**src/hdl/rht_ram.sv**
```systemverilog
// Generic single-write, single-read synchronous RAM with registered read.
// Contents are undefined until written. No dependencies.
module rht_ram #(
  parameter int unsigned WIDTH = 8,
  parameter int unsigned DEPTH = 16,
  localparam int unsigned AW   = (DEPTH > 1) ? $clog2(DEPTH) : 1
) (
  input  logic             clk_i,
  input  logic             we_i,
  input  logic [AW-1:0]    waddr_i,
  input  logic [WIDTH-1:0] wdata_i,
  input  logic             re_i,
  input  logic [AW-1:0]    raddr_i,
  output logic [WIDTH-1:0] rdata_o
);

  logic [WIDTH-1:0] mem_q [DEPTH];
  logic [WIDTH-1:0] rdata_q;

  always_ff @(posedge clk_i) begin
    if (we_i) begin
      mem_q[waddr_i] <= wdata_i;
    end
    if (re_i) begin
      rdata_q <= mem_q[raddr_i];
    end
  end

  assign rdata_o = rdata_q;

endmodule

```
**config.mk**
```make
export PLATFORM = sky130hd
export DESIGN_NAME = rht_ram
export DESIGN_NICKNAME = d
export VERILOG_FILES = /design/src/hdl/rht_ram.sv
export SDC_FILE = /design/constraint.sdc
export NUM_CORES = 1
export LEC_CHECK = 0
export ABC_AREA = 1
export BUFFER_PORTS_ARGS = -buffer_cell sky130_fd_sc_hd__buf_4
export CAP_MARGIN = 20
export CORE_MARGIN = 10
export CORE_UTILIZATION = 55
export CTS_CLUSTER_DIAMETER = 100
export CTS_CLUSTER_SIZE = 16
export DETAILED_ROUTE_END_ITERATION = 8
export MAX_ROUTING_LAYER = met4
export PLACE_DENSITY_LB_ADDON = 0.12
export SETUP_SLACK_MARGIN = 0.2
export SLEW_MARGIN = 20
export SYNTH_ARGS = -nofsm -noshare
export SYNTH_HDL_FRONTEND = slang
export SYNTH_SLANG_ARGS = --single-unit
```
**constraint.sdc**
```tcl
create_clock -name clk_i -period 1.2 [get_ports clk_i]
set_input_delay 0.18 -clock clk_i [delete_from_list [all_inputs] [get_ports clk_i]]
set_output_delay 0.18 -clock clk_i [all_outputs]
set_load 0.01 [all_outputs]
```
Word level (Yosys, flattened, before mapping) --
Memory sizes are Yosys's and may differ from the RTL's. A register that Yosys moved wholly into a read port is not among the register bits. Index checks and enable logic that the tools add are counted.
Storage, ports and cells: memory bits (writable) 128, flip-flop bits (word level) 0, memories 1, output and inout bits 8, logic and storage cells 3
Memory list:
- mem_q | depth 16, bits a word 8, rd ports 1, clocked after memory_dff 1, write ports 1, RTL line 17 | logic [WIDTH-1:0] mem_q [DEPTH];
Operators by class: mux-type cells 2
Operator list (number):
- two-way mux 1 bit | 2

Longest topological paths before layout --
Gate-level depths: netlist (run 1).
word-level depth 2, mapped depth 8

Worst setup path before layout (run 1) --
No wires, ideal clock.
kind input-to-reg, from input port waddr_i[3], to memory mem_q[4][0], enable pin, data required time 0.830 ns, data arrival time 0.761 ns, cell stages on the path 2, setup time 0.370 ns, setup slack 0.069 ns, buffers on the path 0, cell sequence nand3b_1 -> nor2_1
RTL lines:
- start, declared | RTL line 10 | input logic [AW-1:0] waddr_i,
- end, declared | RTL line 17
Straight into the memory's write port.

Worst setup path after layout (run 1) --
from register rdata_q[3] (netlist: rdata_o[3]) (read register of mem_q), to output port rdata_o[3]
RTL lines:
- start, declared | RTL line 18 | logic [WIDTH-1:0] rdata_q;
- end, declared | RTL line 14 | output logic [WIDTH-1:0] rdata_o
No word-level cell between the ends.

==> run summary, run 1 <==
The synthesized design contains 136 register bits. The combined buffer and inverter count along the critical path was 1; the post-synthesis to final-layout area growth was 26.3%. STA puts the critical path data arrival time at 1.10 ns. Max-cap violations in this run came to 0.

For this run, the top clock speed supported by timing is 780 MHz. The tools report the timing startpoint of the critical path as rdata_o[3]. The logs give 0 for the number of slew-limit violations in the final report and 1580 µm² for the combined area of the multi-input logic cells. In this run the biggest area consumer among cell types represents 69.8% of the synthesized area. The number of cells on the worst reg-to-reg path is 6. Summed over all cells, the static leakage comes to 3.16 nW.

The worst hold path begins at wdata_i[3]. Prior to clock tree synthesis, the placed netlist has a worst setup slack of -0.178 ns. Setup violations remaining at the end of the flow were counted as 8. 0 antenna diodes ended up in the layout. In this run the core area contains 37 standard-cell rows.

The initial antenna violation count was 0; the global-route usage over all layers was 19.7%. The total power density per cell area works out to 1520 nW/µm². Combined area of all synthesized cells: 5850 µm².

For this run, the register share of the synthesized area comes to 69.8%. The tools report the overall power consumption as 11.3 mW. The largest single stage delay on the critical path is 0.42 ns. Summed over all nets, wire length on met3 after detailed routing comes to 1.08 mm.

In this run the tool buffered the top-level ports with 26 buffer cells. The smallest setup slack after layout is -0.0824 ns. Setup repair after global routing could not meet its margin everywhere. The clock latency at the later pin of the worst-skew pair is 0.53 ns, and the largest net degree at the start of global routing is 37. The wire-length estimate of the detail-placed layout is 8.33 mm.

The count of final hold-check violations is 0, and the slew of the pin with the lowest slew margin is 0.423 ns. The tools report the number of DRC violations after detailed-routing iteration 0 as 416. The endpoint identified for the worst register-to-register timing path is rdata_o[7]. The worst setup path is of the reg -> out kind. The signal on the critical path passes through buf_6. Measured against its own limit, the worst slew margin works out to 71.7%. The tools report the total overflow reported by the global router as 0.

The highest net fanout along the worst path works out to 1. In the layout the commonest cells are 160 x nand2_1, 136 x edfxtp_1, 94 x inv_1. The tools report the register-to-register setup slack as 0.12 ns. At the end of routability-driven placement, the weighted congestion stood at 0.857.

Clock sink count: 136. The clock buffer count from CTS is 17, and the die extent in y is 123 µm. TritonCTS built the clock tree.

The highest metal layer carrying signal wires in the routed design is met4. The die covers 15200 µm². The tools report the required time of the worst setup path as 1.02 ns. The worst setup path is captured at an output pin. Once the floorplan was initialized, standard cells occupied 56.6% of the core. In this run the count of I/O pins placed on the die edge is 27. The run gives 0 as the remaining routing DRC violations. The H-tree was split into 4 levels. Synthesis handed over a netlist of 551 instances. The cell taking the most area after synthesis was edfxtp_1.

The logs give 0.00377 ns for the worst clock skew and 6.04 mm for the met1 routed wirelength after detailed routing. The flow ran to the end, but the final reports show violations. After floorplanning, the core was sized to cover 10300 µm². A synthesized cell averages 10.6 µm².

The number of nets at the end of the flow came out at 623. The detail-routed via count per cell works out to 5.22. In the final layout, flip-flops and latches occupy 4080 µm².

The final period utilization was 107%; the via count of the first global-routing pass was 3865. Family of cells with the greatest summed delay on the critical path: flip-flops. The final reports fail on setup timing.

The run gives 712 as the count of fill cells added during filler insertion. The startpoint identified for the worst register-to-register timing path is mem_q[9][7]. CTS placed an instance of clkbuf_8 at the clock tree root. The Yosys step of the flow raised 0 warnings. Yosys mapped the design onto 11 distinct sky130hd cell types. The post-route netlist has 28.1% of its cells at a drive strength greater than 1.

Counting every net in the synthesized netlist gives 570. The CTS clock-pin slew for the worst setup and hold paths works out to 0.06 ns. Maximum buffer depth of the clock tree: 2.

Ranked by total cell area, the synthesized netlist is headed by edfxtp_1 70%, nand2_1 11%, nand3_1 8.3%, inv_1 6.4%, buf_6 1.2%. The critical path ends at rdata_o[3]. Kind of launch point of the worst setup path: a flop. Routed length per instance: 18.3 µm. The worst-case IR drop observed on VDD is 0.000922 V. Number of logic stages on the critical path including buffering: 1. The routed wire length on met2 is 6.43 mm.

The tools report the remaining number of nets flagged by the antenna check after routing as 0. The kind of path behind the tightest hold check is in -> reg. The final wirelength came out at 13.7 mm.

The cell at the slowest stage of the critical path is edfxtp_1. The first TritonRoute pass finished after 5 iterations. The first global-routing pass estimated 21.3 mm of wire.

The die is 123 µm wide. The leading cell type in the layout, fill and taps excluded is nand2_1. The final period demand of the worst path came out at 1.28 ns.

Buffer count from post-CTS setup fixing: 0. The detailed router placed 3929 vias in this run.
what timing repair did:
| item | 4_1_cts | 5_1_grt |
|---|---|---|
| hold endpoints to repair | 68 | 0 |
| hold buffers | 5 | 0 |
| gates resized for setup | 47 | 43 |
| setup endpoints to repair | 16 | 16 |
| pin swaps | 32 | 31 |
stage by stage:
step | hold WS [ns] | instances | TNS [ns] | utilization [%] | area, µm²
CTS | 0.00575 | 752 | -0.612 | 69.9 | 7220
finish | 0.0180 | 752 | -0.430 | 71.5 | 7380
detailed placement | 0.488 | 716 | -1.50 | 61.8 | 6380
global placement | 0.498 | 716 | -0.980 | 61.8 | 6380
global route | 0.0165 | 752 | -0.669 | 71.5 | 7380
floorplan | 0.279 | 551 | 0 | - | 5870
area by class of cell:
type | count | share of cell area, %
Tap cell | 136 | 2.30
Timing Repair Buffer | 58 | 8.00
Multi-Input combinational cell | 289 | 21.5
Sequential cell | 136 | 55.3
Clock inverter | 14 | 2.15
Clock buffer | 17 | 5.61
Inverter | 102 | 5.18
cells in the mapped netlist (all sizes together):
cell type	n
edfxtp	136
nand3b	2
inv	102
nand2	173
nor2	17
nand3	97
buf	24
sequential cells by signal, indices dropped and copies added (netlist names):
signal   cells
mem_q      128
rdata_o      8
worst min path at each step:
stage | slack [ns] | to | depth (start not counted)
finish | 0.02 | mem_q[9][3] | 1
global route | 0.02 | mem_q[10][7] | 1
floorplan | 0.28 | mem_q[0][0] | 0
CTS | 0.006 | mem_q[9][3] | 1
detailed placement | 0.49 | rdata_o[2] | 1
global placement | 0.50 | rdata_o[2] | 1
routing by layer:
metal,up-vias,track usage (%)
met1,1866,25.9
met4,0,5.90
met5,-,-
li1,1887,-
met2,153,29.5
met3,23,5.42
kinds of logic after synthesis:
group | synth area share, %
buffers and inverters | 9.39
flip-flops | 69.8
AND/OR/NAND/NOR | 20.8
where the power goes:
part,switching [mW],internal [mW]
logic,0.552,0.317
clock network,1.88,3.12
registers,0.0360,5.35
(Power assumes the default switching activity.)
==> inputs of run 2 (changes only) <==
--- a/config.mk
+++ b/config.mk
@@ -9,7 +9,7 @@
 export BUFFER_PORTS_ARGS = -buffer_cell sky130_fd_sc_hd__buf_4
 export CAP_MARGIN = 20
 export CORE_MARGIN = 10
-export CORE_UTILIZATION = 55
+export CORE_UTILIZATION = 61
 export CTS_CLUSTER_DIAMETER = 100
 export CTS_CLUSTER_SIZE = 16
 export DETAILED_ROUTE_END_ITERATION = 8
==> constraint.sdc (replaced) <==
create_clock -name clk_i -period 1.3 [get_ports clk_i]
set_input_delay 0.195 -clock clk_i [delete_from_list [all_inputs] [get_ports clk_i]]
set_output_delay 0.195 -clock clk_i [all_outputs]
set_load 0.01 [all_outputs]
==> run summary, run 2 (synthesis results as in run 1) <==
For the remaining number of nets flagged by the antenna check after routing, the log shows 0 (unchanged). The logs give 0 (-8) for the total of endpoints with negative setup slack in the final report and 136 (unchanged) for the clock sink count. The area inside the core boundary is 9280 µm² (-10%), and the via count of the first global-routing pass is 3877 (+0.31%). The number of nets at the end of the flow was 618 (-0.80%).

Overall die area: 13900 µm² (-8.3%). The worst setup path is launched from a flop. The combined buffer and inverter count along the critical path is 1 (unchanged). The run finished with clean final reports. The remaining routing DRC violations is 0 (unchanged).

Placement row count: 35 (-5.4%). The number of DRC violations after detailed-routing iteration 0 came out at 384 (-7.7%). The H-tree depth is 4 (unchanged), and the leakage dissipation is 3.06 nW (-3.1%). The run gives 27 (unchanged) as the number of ports placed on the die boundary.

The routed length per instance is 18.3 µm (+0.24%). The reported max-cap violation count was 0 (unchanged); the clock latency at the later pin of the worst-skew pair was 0.53 ns (about the same). The run gives 8.25 mm (-0.94%) as the detailed-placement wirelength estimate. The run gives 0.910 (+6.1%) as the placer congestion estimate.

Critical path endpoint category: an output pin. The logs give 0 (unchanged) for the number of slew-limit violations in the final report and 76.5% (+5.0 points) for the share of the core filled with cells in the final layout. The kind of path behind the tightest hold check was in -> reg. The peak supply drop was 0.00102 V (+11%).

Leaving out fill and tap cells, the most frequent cell in the layout is nand2_1. The largest net degree at the start of global routing was 42 (+14%). The logs give 0 (unchanged) for the initial antenna violation count and -0.175 ns (+0.00341 ns) for the post-placement setup slack.

Setup repair after global routing could not meet its margin everywhere. The final wirelength is 13.6 mm (-1.2%). The final hold slack is 0.0183 ns (+0.000329 ns), and the highest net fanout along the worst path is 1 (unchanged).

Cell chosen for the clock root: clkbuf_8. The tools report the clock buffer count from CTS as 17 (unchanged). Grouping stages by cell kind, the critical path spends the most delay in flip-flops.

The worst endpoint data arrival time was 1.09 ns (about the same). The CTS clock-pin slew for the worst setup and hold paths is 0.06 ns (about the same), and the maximum buffer depth of the clock tree is 2 (unchanged). The logs give 0 (unchanged) for the count of antenna diodes in the layout and 63.0% (+6.3 points) for the initial standard-cell utilization of the core.

The global-route usage over all layers is 20.3% (+0.63 points), and the final period utilization is 98.5%. The slowest stage of the critical path belongs to the cell edfxtp_1. The total power density per cell area is 1440 nW/µm² (-5.5%), and the number of I/O port buffers is 26 (unchanged). The run gives 628 (-12%) as the count of fill cells added during filler insertion.

The required time of the worst setup path is 1.11 ns (+0.09 ns), and the die extent in y is 118 µm (-4.2%). The wire length of the first global-routing pass is 21.2 mm (-0.58%), and the count of final hold-check violations is 0 (unchanged). The smallest setup slack after layout came out at 0.0192 ns (+0.102 ns). By startpoint and endpoint, the worst setup path is classified as reg -> out.

Number of flip-flops in the largest register: 128 (unchanged). Total via count after detailed routing: 3999 (+1.8%). The library cells used most frequently in the layout, excluding fill and tap cells, are 167 x nand2_1, 136 x edfxtp_1, 96 x inv_1.

The worst clock skew was 0.00905 ns (+0.00528 ns); the detail-routed via count per cell was 5.40 (+3.3%). Compared with the post-synthesis result, the final layout area differs by 21.5%. Ranked by flip-flop count, first place goes to mem_q. The register area is 4080 µm² (unchanged), and the slew of the pin with the lowest slew margin is 0.724 ns (+0.301 ns). The total iterations of the first detailed-routing run was 5 (unchanged); the share of post-route cells with drive strength above 1 was 22.5% (-5.5 points). The run gives 0 (unchanged) as the total overflow reported by the global router. The max-slew headroom at the worst pin is 51.6% (-20 points). After layout, the minimum clock period comes to 1.28 ns. TritonCTS built the clock tree. The combined area of the multi-input logic cells was 1440 µm² (-8.8%); the maximum operating frequency was 781 MHz. The delay contributed by the slowest stage of the critical path works out to 0.42 ns (about the same).

Traced cell by cell, the critical path runs through buf_6. The horizontal die dimension was 118 µm (-4.2%).
==> run 2: per-layer routing <==
metal	GRT usage, %	vias up	share of wire (%)
met1	26.2	1917	43
met3	4.27	34	6.7
met5	-	-	0
li1	-	1881	-
met2	29.5	167	46
met4	11.1	0	3.6
==> run 2: final cells by class <==
| class | count | share of cell area [%] |
|---|---|---|
| Sequential cell | 136 | 57.5 |
| Multi-Input combinational cell | 289 | 20.3 |
| Timing Repair Buffer | 53 | 6.59 |
| Clock buffer | 18 | 5.88 |
| Inverter | 102 | 5.39 |
| Tap cell | 129 | 2.27 |
| Clock inverter | 14 | 2.08 |
==> run 2: worst paths after layout <==
kind	cells after the start	from	slack (ns)	to
max	1	rdata_o[6]	0.02	rdata_o[6]
min	1	wdata_i[4]	0.02	mem_q[0][4]
max reg2reg	6	mem_q[6][3]	0.18	rdata_o[3]
min reg2reg	6	mem_q[11][7]	0.75	rdata_o[7]
==> run 2: what timing repair did <==
item | 4_1_cts | 5_1_grt
pin swaps | 4 | 28
hold buffers | 1 | 0
setup endpoints to repair | 15 | 16
endpoints found under the hold margin | 8 | 0
resized for setup | 23 | 37
setup buffers | 0 | 0
==> run 2: metrics by stage <==
stage | instances | power [mW] | TNS [ns] | cell area [µm²]
floorplan | 551 | 5.41 | 0 | 5850
finish | 741 | 10.2 | 0 | 7110
CTS | 741 | 10.2 | 0 | 6960
detailed placement | 708 | 5.70 | -0.896 | 6270
global route | 741 | 10.6 | -0.0313 | 7110
global placement | 708 | 5.70 | -0.744 | 6270
==> run 2: power by group <==
group          total [mW]  internal, mW  leakage [nW]  switching (mW)
logic               0.722         0.252          1.56           0.470
clock network        4.54          2.73         0.266            1.81
registers            4.97          4.94          1.24          0.0332
total                10.2          7.93          3.06            2.32
