## config.mk

```make
export PLATFORM = sky130hd
export DESIGN_NAME = rht_row_logic
export DESIGN_NICKNAME = d
export VERILOG_FILES = /design/src/hdl/rht_pkg.sv /design/src/hdl/rht_row_logic.sv
export SDC_FILE = /design/constraint.sdc
export NUM_CORES = 1
export LEC_CHECK = 0
export BUFFER_PORTS_ARGS = -buffer_cell sky130_fd_sc_hd__buf_2
export CORE_MARGIN = 1.5
export CORE_UTILIZATION = 28
export DETAILED_ROUTE_END_ITERATION = 8
export GPL_ROUTABILITY_DRIVEN = 0
export PLACE_DENSITY = 0.73
export SYNTH_ARGS = -nofsm -noshare
export SYNTH_HDL_FRONTEND = slang
export SYNTH_SLANG_ARGS = --single-unit
```

## constraint.sdc

```tcl
create_clock -name vclk -period 7.4
set_clock_uncertainty 0.2 [all_clocks]
set_input_delay 0.74 -clock vclk [all_inputs]
set_output_delay 0.74 -clock vclk [all_outputs]
set_load 0.01 [all_outputs]
```

## src/hdl/rht_pkg.sv

```systemverilog
// Package for the retransmit history table: field widths, parameter
// defaults, the operation code, the controller state and the result word.
// No dependencies.
package rht_pkg;

  localparam int unsigned SEQ_W           = 16;
  localparam int unsigned LEN_W           = 11;
  localparam int unsigned BKT_OUT_W       = 6;
  localparam int unsigned WAY_OUT_W       = 2;

  localparam int unsigned BUCKETS_DEF     = 64;
  localparam int unsigned WAYS_DEF        = 4;
  localparam int unsigned MAX_PAYLOAD_DEF = 1024;

  typedef enum logic {
    OP_INSERT = 1'b0,
    OP_LOOKUP = 1'b1
  } op_e;

  typedef enum logic [2:0] {
    ST_IDLE,
    ST_DIV_MUL,
    ST_DIV_SUB,
    ST_DIV_FIX,
    ST_EXEC
  } state_e;

  // One result word as it leaves the row logic
  typedef struct packed {
    logic                 hit;
    logic [WAY_OUT_W-1:0] way;
    logic [LEN_W-1:0]     len;
  } rht_res_t;

endpackage

```

## src/hdl/rht_row_logic.sv

```systemverilog
// Per-bucket row logic: way compare for lookup, round-robin insert and
// the updated row for write-back. Depends on rht_pkg.
module rht_row_logic #(
  parameter int unsigned WAYS        = rht_pkg::WAYS_DEF,
  parameter int unsigned MAX_PAYLOAD = rht_pkg::MAX_PAYLOAD_DEF,
  localparam int unsigned WAY_W      = (WAYS > 1) ? $clog2(WAYS) : 1,
  localparam int unsigned ROW_W      = WAYS * (rht_pkg::SEQ_W + rht_pkg::LEN_W) + WAY_W
) (
  input  rht_pkg::op_e                 op_i,
  input  logic [rht_pkg::SEQ_W-1:0]    seq_num_i,
  input  logic [rht_pkg::LEN_W-1:0]    payload_len_i,
  input  logic [ROW_W-1:0]             row_i,
  input  logic [WAYS-1:0]              valid_i,
  output rht_pkg::rht_res_t            res_o,
  output logic [ROW_W-1:0]             row_o,
  output logic [WAY_W-1:0]             wr_way_o
);
  import rht_pkg::*;

  localparam int unsigned TAG_BASE = 0;
  localparam int unsigned LEN_BASE = WAYS * SEQ_W;
  localparam int unsigned PTR_BASE = WAYS * (SEQ_W + LEN_W);
  localparam int unsigned CAP_W    = 17;

  logic [WAY_W-1:0] ptr;
  logic [WAY_W-1:0] ptr_next;
  logic [LEN_W-1:0] clamped_len;
  logic             hit_l;
  logic [WAY_W-1:0] way_l;
  logic [LEN_W-1:0] len_l;
  logic [31:0]      way_ext;

  // A bucket never written holds no valid way, so its pointer reads as zero
  assign ptr = (|valid_i) ? row_i[PTR_BASE +: WAY_W] : '0;

  always_comb begin
    if (ptr == WAY_W'(WAYS - 1)) begin
      ptr_next = '0;
    end else begin
      ptr_next = ptr + WAY_W'(1);
    end
  end

  // Saturate oversized lengths
  always_comb begin
    if ({{(CAP_W - LEN_W){1'b0}}, payload_len_i} > CAP_W'(MAX_PAYLOAD)) begin
      clamped_len = LEN_W'(MAX_PAYLOAD);
    end else begin
      clamped_len = payload_len_i;
    end
  end

  // Highest-numbered matching way wins
  always_comb begin
    hit_l = 1'b0;
    way_l = '0;
    len_l = '0;
    for (int w = 0; w < WAYS; w++) begin
      if (valid_i[w] && row_i[TAG_BASE + w*SEQ_W +: SEQ_W] == seq_num_i) begin
        hit_l = 1'b1;
        way_l = WAY_W'(w);
        len_l = row_i[LEN_BASE + w*LEN_W +: LEN_W];
      end
    end
  end

  always_comb begin
    row_o = row_i;
    for (int w = 0; w < WAYS; w++) begin
      if (ptr == WAY_W'(w)) begin
        row_o[TAG_BASE + w*SEQ_W +: SEQ_W] = seq_num_i;
        row_o[LEN_BASE + w*LEN_W +: LEN_W] = clamped_len;
      end
    end
    row_o[PTR_BASE +: WAY_W] = ptr_next;
  end

  assign wr_way_o = ptr;

  always_comb begin
    if (op_i == OP_LOOKUP) begin
      way_ext   = 32'(way_l);
      res_o.hit = hit_l;
      res_o.len = len_l;
    end else begin
      way_ext   = 32'(ptr);
      res_o.hit = 1'b0;
      res_o.len = clamped_len;
    end
    res_o.way = way_ext[WAY_OUT_W-1:0];
  end

endmodule

```

# --- Word-level counts from Yosys, hierarchy flattened ---
# Index checks and enable logic that the tools add are counted.
word_totals:
  wordCells: 40
  reg_bits: 0
  input_bits: 142
  out_inout_bits: 126
op_classes:
  eq_ne: 7
  magnitude_cmp: 1
  n_mux: 25
  add_sub_neg: 1
  reduce_logical: 6
op_table:
  columns: ["operator", "n"]
  rows:
  - ["$mux W11", 10]
  - ["$eq A16 B16 Y1", 4]
  - ["$mux W16", 4]
  - ["$gt A11 B11 Y1 const B", 1]
  - ["$mux W2", 5]
  - ["$mux W1", 6]
  - ["$eq A2 B2 Y1 const B", 2]
  - ["$logic_and A1 B1 Y1", 4]
  - ["$reduce_or A4 Y1", 1]
  - ["$add A2 B1 Y2 const B", 1]
  - ["$eq A2 B1 Y1 const B", 1]
  - ["$logic_not A2 Y1", 1]

# --- Logic depth before layout (Yosys ltp) ---
# Gate-level depths: netlist of the first run.
logic_depth:
  word_depth: 7
  ltp_mapped: 8
  mapped_depth_nobuf: 6

# --- Worst setup path before layout of the first run ---
# OpenSTA, ideal clock, no wires.
synth_path:
  path_type: "input port to output port"
  start: "input port valid_i[3]"
  end: "output port row_o[10]"
  t_required_ps: 6460
  arrival_time_ps: 2637
  cell_stages: 6
  path_slack_ps: 3823
  cell_sequence: "or4_1 nand2_1 ha_1 clkbuf_1 buf_1 mux2_2"
synth_between:
  elab_chain_cells: 4
synth_rtl:
  columns: ["element", "line", "rtl"]
  rows:
  - ["start: declaration", "rht_row_logic.sv:13", "input logic [WAYS-1:0] valid_i,"]
  - ["$reduce_or A4 Y1", "rht_row_logic.sv:34", "assign ptr = (|valid_i) ? row_i[PTR_BASE +: WAY_W] : '0;"]
  - ["$mux W2", "rht_row_logic.sv:34", null]
  - ["$logic_not A2 Y1", "rht_row_logic.sv:70", "if (ptr == WAY_W'(w)) begin"]
  - ["$mux W16", "rht_row_logic.sv:70", null]
  - ["end: declaration", "rht_row_logic.sv:15", "output logic [ROW_W-1:0] row_o,"]
# Every way passes these cells.

==> flow_summary.yaml, run 1 <==
setup_path:
  cp_slowest_cell: "nor4_4"
  startpoint_type: "primary input"
  critPathCaptureType: "output port"
  path_depth: 8
  path_buf_inv: 2
  worst_path_largest_cell_delay_ns: 0.91
  cp_max_fo: 23
  crit_path_frequent_cell: "buf_2"
  critical-path-top-delay-family: "simple AND/OR/NAND/NOR gates"
  path_cells: "buf_2 -> xnor2_1 -> nand4_1 -> nor4_4 -> o2bb2ai_1 -> o211ai_1 -> a21oi_2 -> buf_2"
  worstSetupPathType: "in -> out"
  critPathRequiredTime_ns: 6.46
  cp.arrival_ns: 3.44
routing:
  viasPerCell: 5.14
  wl_per_cell_um: 18.9
  drtPass1Iterations: 4
  drt_iter0_drc: 160
  drtAntennaViolNets: 0
  vias: 3712
  drcViolationCount: 0
  drt-total-wl_um: 13600
pwr:
  intPower_uw: 145
  p_comb_frac: 1.000
  vdd_drop_max_v: 0.0000429
  seq_power_share: 0
  leakage_uw: 0.00206
  power_switching_uw: 154
  clkPwrFrac: 0
  switching_share: 0.516
  p_per_area_mw_per_mm2: 68.8
global_route:
  grt_pass1_wl_um: 19300
  grt_pass1_vias: 3443
  track_usage: 0.215
  grt_overflow: 0
  antenna_found_initial: 0
  grt_max_degree: 28
sta:
  slew_headroom: 0.205
  rsz0062_at_grt: "no"
  worstMarginPinSlew_ns: 1.19
  slew_viol_final: 0
  period_needed_ns: 4.38
  fin_crit_sh: 0.592
  fin_tns_setup_ns: 0
  holdWs_ns: 1.53
  fmax_mhz: 228
  setup_violations: 0
  hold_viol: 0
layout:
  final_layout_size_suffix_gt1_frac: 0.686
  multi_input_area_mm2: 0.00278
  ff_latch_area_um2: 0
  final_util: 0.417
  finalNetCount: 734
  n_clock_buffer: 0
  seq_cells: 0
  nFillCells: 1103
  diodes: 0
  area_growth_pct: 43.9
  fin_area_mm2: 0.00434
logic_synthesis:
  yosysSeqAreaShare: 0
  yosys_warnings: 0
  yosys.area.top_type: "mux2_2"
  syn_inst: 352
  synth_top_area_share: 0.403
  syn_nets: 498
  synthTopCellsByArea: "mux2_2, xor2_1, xnor2_1, buf_6, a21oi_2"
  synth_cell_types: 41
  synth_area_per_cell_um2: 8.58
  synth_area_mm2: 0.00302
floorplan:
  coreArea_mm2: 0.0104
  ioPinCount: 268
  dieWidth_um: 107
  die_area_mm2: 0.0114
  rows: 37
  chipHeight_um: 107
  start_util: 0.290
status:
  status: "complete, no violations"
clock_network:
  ctsResizeCount: 0
  cts_setup_buffers: 0
  ctsHoldBuffers: 0
min_path:
  hold_class: "in -> out"
  hold_depth: 3
placed_design:
  dp_hpwl_um: 11200
  placed_cell_area_mm2: 0.00434
  portBuffers: 268
job:
  cap_violations: 0
layout by cell type, fill, tap and decap left out, types with 4 or more instances in the layout:
master,instances
buf_2,268
mux2_2,108
xor2_1,31
xnor2_1,28
nand2_1,11
a21oi_1,11
nor2b_1,10
a21boi_0,10
and3_1,10
o211ai_1,10
nand2b_1,10
o22ai_1,10
a21oi_2,10
nand4_1,8
nor4_1,6
buf_4,6
ha_1,4
stage by stage:
step	instances	total power, uW	setup WS, ns
after CTS	722	301	3.02
final	722	299	3.02
after global routing	722	320	2.84
after floorplan	352	175	3.82
after global placement	722	298	3.14
after detailed placement	722	300	3.03
logic make-up (layout without fill, tap and decap cells):
logic type / count (synthesis) / count (layout) / share of synthesized area
AO/OA/AOI/OAI: 60 / 60 / 0.142
XOR/XNOR: 64 / 64 / 0.206
adder cells (fa/ha/maj): 4 / 4 / 0.0166
buffers and inverters: 43 / 277 / 0.0833
multiplexers: 109 / 109 / 0.406
AND/OR/NAND/NOR: 72 / 72 / 0.147
worst paths after layout:
path	from	to
min	row_i[108]	row_o[108]
max	seq_num_i[9]	res_o[0]
cell usage after synthesis (all sizes together), types with 10 or more instances:
cell type	instances
a21boi	10
a21oi	21
and3	10
buf	25
clkbuf	15
mux2	108
nand2	11
nand2b	10
nor2b	10
o211ai	10
o22ai	10
xnor2	33
xor2	31
power groups by stage:
stage	Clock [uW]	Sequential, uW	Combinational, uW
2_1_floorplan	0	0	175
3_5_place_dp	0	0	300
5_1_grt	0	0	320
4_1_cts	0	0	301
6_report	0	0	299
3_3_place_gp	0	0	298
routing by layer:
layer | wire length [um] | GRT usage | part of all wire
met5 | 0 | 0 | 0
met4 | 108 | 0.0162 | 0.0079
met3 | 877 | 0.0128 | 0.064
met2 | 7120 | 0.438 | 0.52
met1 | 5520 | 0.253 | 0.40
final cells by class:
cell class,instances,area share
repair buffers,274,0.319
inverters,3,0.00259
multi-input cells,309,0.639
well taps,136,0.0392
Power figures use the tool's default switching activity.
==> inputs of run 2 (changes only) <==
Settings changed: ABC_AREA from default to 1, PLACE_DENSITY 0.73 to 0.69.
Clock period 7.4 ns to 4.1 ns, I/O delays scaled along.
==> flow_summary.yaml, run 2 <==
sta:
  slew_viol_final: 0
  slew_headroom: 0.462
  rsz0062_at_grt: "no"
  fmax_mhz: 285
  worstMarginPinSlew_ns: 0.807
  fin_tns_setup_ns: 0
  hold_viol: 0
  fin_crit_sh: 0.855
  holdWs_ns: 0.892
  period_needed_ns: 3.51
  setup_violations: 0
clock_network:
  cts_setup_buffers: 0
  ctsHoldBuffers: 0
logic_synthesis:
  synth_most_common_cell: "nand2_1"
  synthTopCellsByArea: "nand2_1, o21ai_0, inv_1, nor2_1, buf_6"
  syn_inst: 801
  yosys_warnings: 0
  synth_cell_types: 36
  synth_top_area_share: 0.322
  synth_area_mm2: 0.00376
  synth_area_per_cell_um2: 4.69
  yosysSeqAreaShare: 0
  yosys-top-cells-count: "nand2_1, o21ai_0, inv_1"
  syn_nets: 947
  yosys.area.top_type: "nand2_1"
floorplan:
  die_area_mm2: 0.0141
  coreArea_mm2: 0.0132
  rows: 42
  dieWidth_um: 119
  start_util: 0.285
  chipHeight_um: 119
  ioPinCount: 268
global_route:
  grt_pass1_wl_um: 28400
  grt_overflow: 0
  antenna_found_initial: 2
  grt_pass1_vias: 5227
  track_usage: 0.255
  grt_max_degree: 35
layout:
  nFillCells: 1543
  final_cell_mix: "nand2_1, buf_2, o21ai_0, inv_1, nor2_1"
  diodes: 0
  finalNetCount: 1176
  ff_latch_area_um2: 0
  final_common_cell: "nand2_1"
  final_layout_size_suffix_gt1_frac: 0.321
  fin_cells: 1204
  n_clock_buffer: 0
  area_growth_pct: 34.2
  seq_cells: 0
min_path:
  hold_end: "row_o[108]"
  min-delay-start: "row_i[108]"
  hold_depth: 3
  hold_class: "in -> out"
routing:
  drcViolationCount: 0
  drt-total-wl_um: 19400
  wl_per_cell_um: 16.1
  drt_iter0_drc: 605
  vias: 5946
  drtAntennaViolNets: 0
  viasPerCell: 4.94
  drtPass1Iterations: 5
setup_path:
  worstSetupPathType: "in -> out"
  cp.arrival_ns: 2.90
  critPathRequiredTime_ns: 3.49
  startpoint_type: "primary input"
  path_buf_inv: 5
  critPathCaptureType: "output port"
  path_cells: "buf_2 -> nor4_1 -> inv_1 -> nand2_1 -> inv_1 -> ha_1 -> clkinvlp_4 -> o21ai_0 -> buf_2"
  worst_path_largest_cell_delay_ns: 0.74
  critical-path-top-delay-family: "buffers and inverters"
  cp-startpoint: "valid_i[2]"
  cp_max_fo: 28
  cp_slowest_cell: "clkinvlp_4"
pwr:
  power_uw: 600
  vdd_drop_max_v: 0.0000383
  leakage_uw: 0.00315
  p_per_area_mw_per_mm2: 119
placed_design:
  place_inst: 1204
  portBuffers: 268
  dp_hpwl_um: 16500
job:
  cap_violations: 0
status:
  status: "complete, no violations"
run 2: final cells by class:
type	count	area, um^2	share of cell area
inverters	110	439	0.0871
repair buffers	271	1360	0.270
well taps	176	220	0.0437
multi-input cells	647	3020	0.599
run 2: worst max path at each step:
stage | endpoint | slack [ns] | depth (start not counted)
3_3_place_gp | row_o[52] | 0.45 | 9
3_5_place_dp | row_o[52] | 0.32 | 9
5_1_grt | row_o[98] | 0.27 | 9
4_1_cts | row_o[52] | 0.32 | 9
2_1_floorplan | row_o[100] | 1.58 | 10
6_report | row_o[52] | 0.59 | 9
run 2: logic make-up (layout without fill, tap and decap cells):
group,Yosys count,after routing,share of synthesized area
XOR/XNOR,16,16,0.0373
adder cells (fa/ha/maj),4,4,0.0133
AND/OR/NAND/NOR,477,477,0.537
AO/OA/AOI/OAI,150,150,0.216
buffers and inverters,154,381,0.196
run 2: power by group:
group	switching (uW)	internal (uW)	total [uW]
clock	0	0	0
sequential	0	0	0
combinational	381	219	600
total	381	219	600
run 2: per-stage QoR:
step,cell area (um^2),setup slack [ns],util
6_report,5040,0.595,0.382
5_1_grt,5040,0.268,0.382
4_1_cts,5040,0.321,0.382
3_5_place_dp,5040,0.317,0.382
3_3_place_gp,5040,0.447,0.382
2_1_floorplan,3760,1.58,-
run 2: layer usage:
layer / routed length, um / GRT usage / share of wire
met1: 8590 / 0.361 / 0.44
met5: 7 / 0 / 0.00036
met4: 303 / 0.0316 / 0.016
met2: 8630 / 0.411 / 0.44
met3: 1900 / 0.0503 / 0.098
run 2: tightest hold or removal path: stages:
cell and delay, ns:
buf_2 0.08, nand2_1 0.05, buf_2 0.13
run 2: repair_timing:
item / CTS / global route
hold endpoints to repair: 0 / 0
resized for setup: 0 / 1
endpoints found under the setup margin: 0 / 5
==> inputs of run 3 (changes only) <==
Settings changed: BUFFER_PORTS_ARGS -buffer_cell sky130_fd_sc_hd__buf_2 to default, DONT_BUFFER_PORTS from default to 1, PLACE_DENSITY 0.69 to 0.51.
==> flow_summary.yaml, run 3 (synthesis results as in run 2) <==
setup_path:
  crit_path_frequent_cell: "inv_1"
  cp_max_fo: 28
  path_buf_inv: 4
  critical-path-top-delay-family: "buffers and inverters"
  critPathRequiredTime_ns: 3.49
  critPathCaptureType: "output port"
  startpoint_type: "primary input"
  path_depth: 8
  cp_slowest_cell: "clkinvlp_4"
  cp.arrival_ns: 2.92
  cp-startpoint: "valid_i[3]"
  path_cells: "nor4_1 -> inv_1 -> nand2_1 -> inv_1 -> ha_1 -> clkinvlp_4 -> o21ai_0 -> buf_4"
  worstSetupPathType: "in -> out"
  worst_path_largest_cell_delay_ns: 0.75
sta:
  setup_violations: 0
  rsz0062_at_grt: "no"
  fin_tns_setup_ns: 0
  fin_crit_sh: 0.861
  hold_viol: 0
  fmax_mhz: 283
  period_needed_ns: 3.53
  holdWs_ns: 0.694
  slew_headroom: 0.442
  worstMarginPinSlew_ns: 0.836
  slew_viol_final: 0
clock_network:
  ctsHoldBuffers: 0
  ctsResizeCount: 0
  cts_setup_buffers: 0
layout:
  n_clock_buffer: 0
  final_cell_mix: "nand2_1, o21ai_0, inv_1, nor2_1, nand3_1"
  final_layout_size_suffix_gt1_frac: 0.0982
  area_growth_pct: 1.36
  ff_latch_area_um2: 0
  final_common_cell: "nand2_1"
  fin_area_mm2: 0.00381
  finalNetCount: 922
  seq_cells: 0
min_path:
  min-delay-start: "row_i[108]"
  hold_depth: 1
  hold_class: "in -> out"
global_route:
  grt_overflow: 0
  grt_pass1_vias: 4337
  antenna_found_initial: 1
  grt_max_degree: 35
  track_usage: 0.230
  grt_pass1_wl_um: 25400
floorplan:
  coreArea_mm2: 0.0132
  start_util: 0.285
  rows: 42
  die_area_mm2: 0.0141
  dieWidth_um: 119
  chipHeight_um: 119
  ioPinCount: 268
placed_design:
  dp_hpwl_um: 14800
  placed_cell_area_mm2: 0.00380
  portBuffers: 0
routing:
  drcViolationCount: 0
  drt-total-wl_um: 17300
  viasPerCell: 5.13
  drtPass1Iterations: 5
  drtAntennaViolNets: 0
  vias: 4883
  wl_per_cell_um: 18.2
  drt_iter0_drc: 389
pwr:
  p_comb_frac: 1.000
  power_switching_uw: 278
  seq_power_share: 0
  p_per_area_mw_per_mm2: 105
  leakage_uw: 0.00213
  intPower_uw: 124
  switching_share: 0.692
  power_uw: 402
  vdd_drop_max_v: 0.0000670
  clkPwrFrac: 0
job:
  cap_violations: 0
status:
  status: "complete, no violations"
## run 3: cell types whose count changed in the layout (fill, tap and decap cells not counted), sizes merged
cell | before | now
buf | 271 | 17
diode | 0 | 1
## run 3: layout make-up
| cell class | instances | area, um^2 |
|---|---|---|
| timing repair buffer | 17 | 128 |
| inverter | 110 | 439 |
| antenna | 1 | 2.50 |
| multi-input combinational | 647 | 3020 |
| tap | 176 | 220 |
| fill | 1593 | 9380 |
## run 3: per-layer routing
| layer | track usage | wire length, um | vias up |
|---|---|---|---|
| met4 | 0.0407 | 346 | 0 |
| met2 | 0.369 | 7740 | 272 |
| met1 | 0.333 | 7850 | 2157 |
| met5 | 0 | 0 | - |
| met3 | 0.0292 | 1400 | 27 |
| li1 | - | - | 2427 |
## run 3: power by group through the flow
stage	logic, uW	clock network [uW]	registers, uW
after global routing	446	0	0
after global placement	399	0	0
after detailed placement	399	0	0
final	402	0.00000825	0
after floorplan	337	0	0
after CTS	401	0	0
## run 3: metrics by stage
step / utilization / instances / setup slack (ns)
2_1_floorplan: - / 801 / 1.58
3_3_place_gp: 0.288 / 950 / 0.397
3_5_place_dp: 0.288 / 950 / 0.351
4_1_cts: 0.288 / 950 / 0.345
5_1_grt: 0.289 / 950 / 0.194
6_report: 0.289 / 951 / 0.568
## run 3: path summary, 6_finish.rpt
path / to / slack, ns
max: row_o[105] / 0.57
min: row_o[108] / 0.69
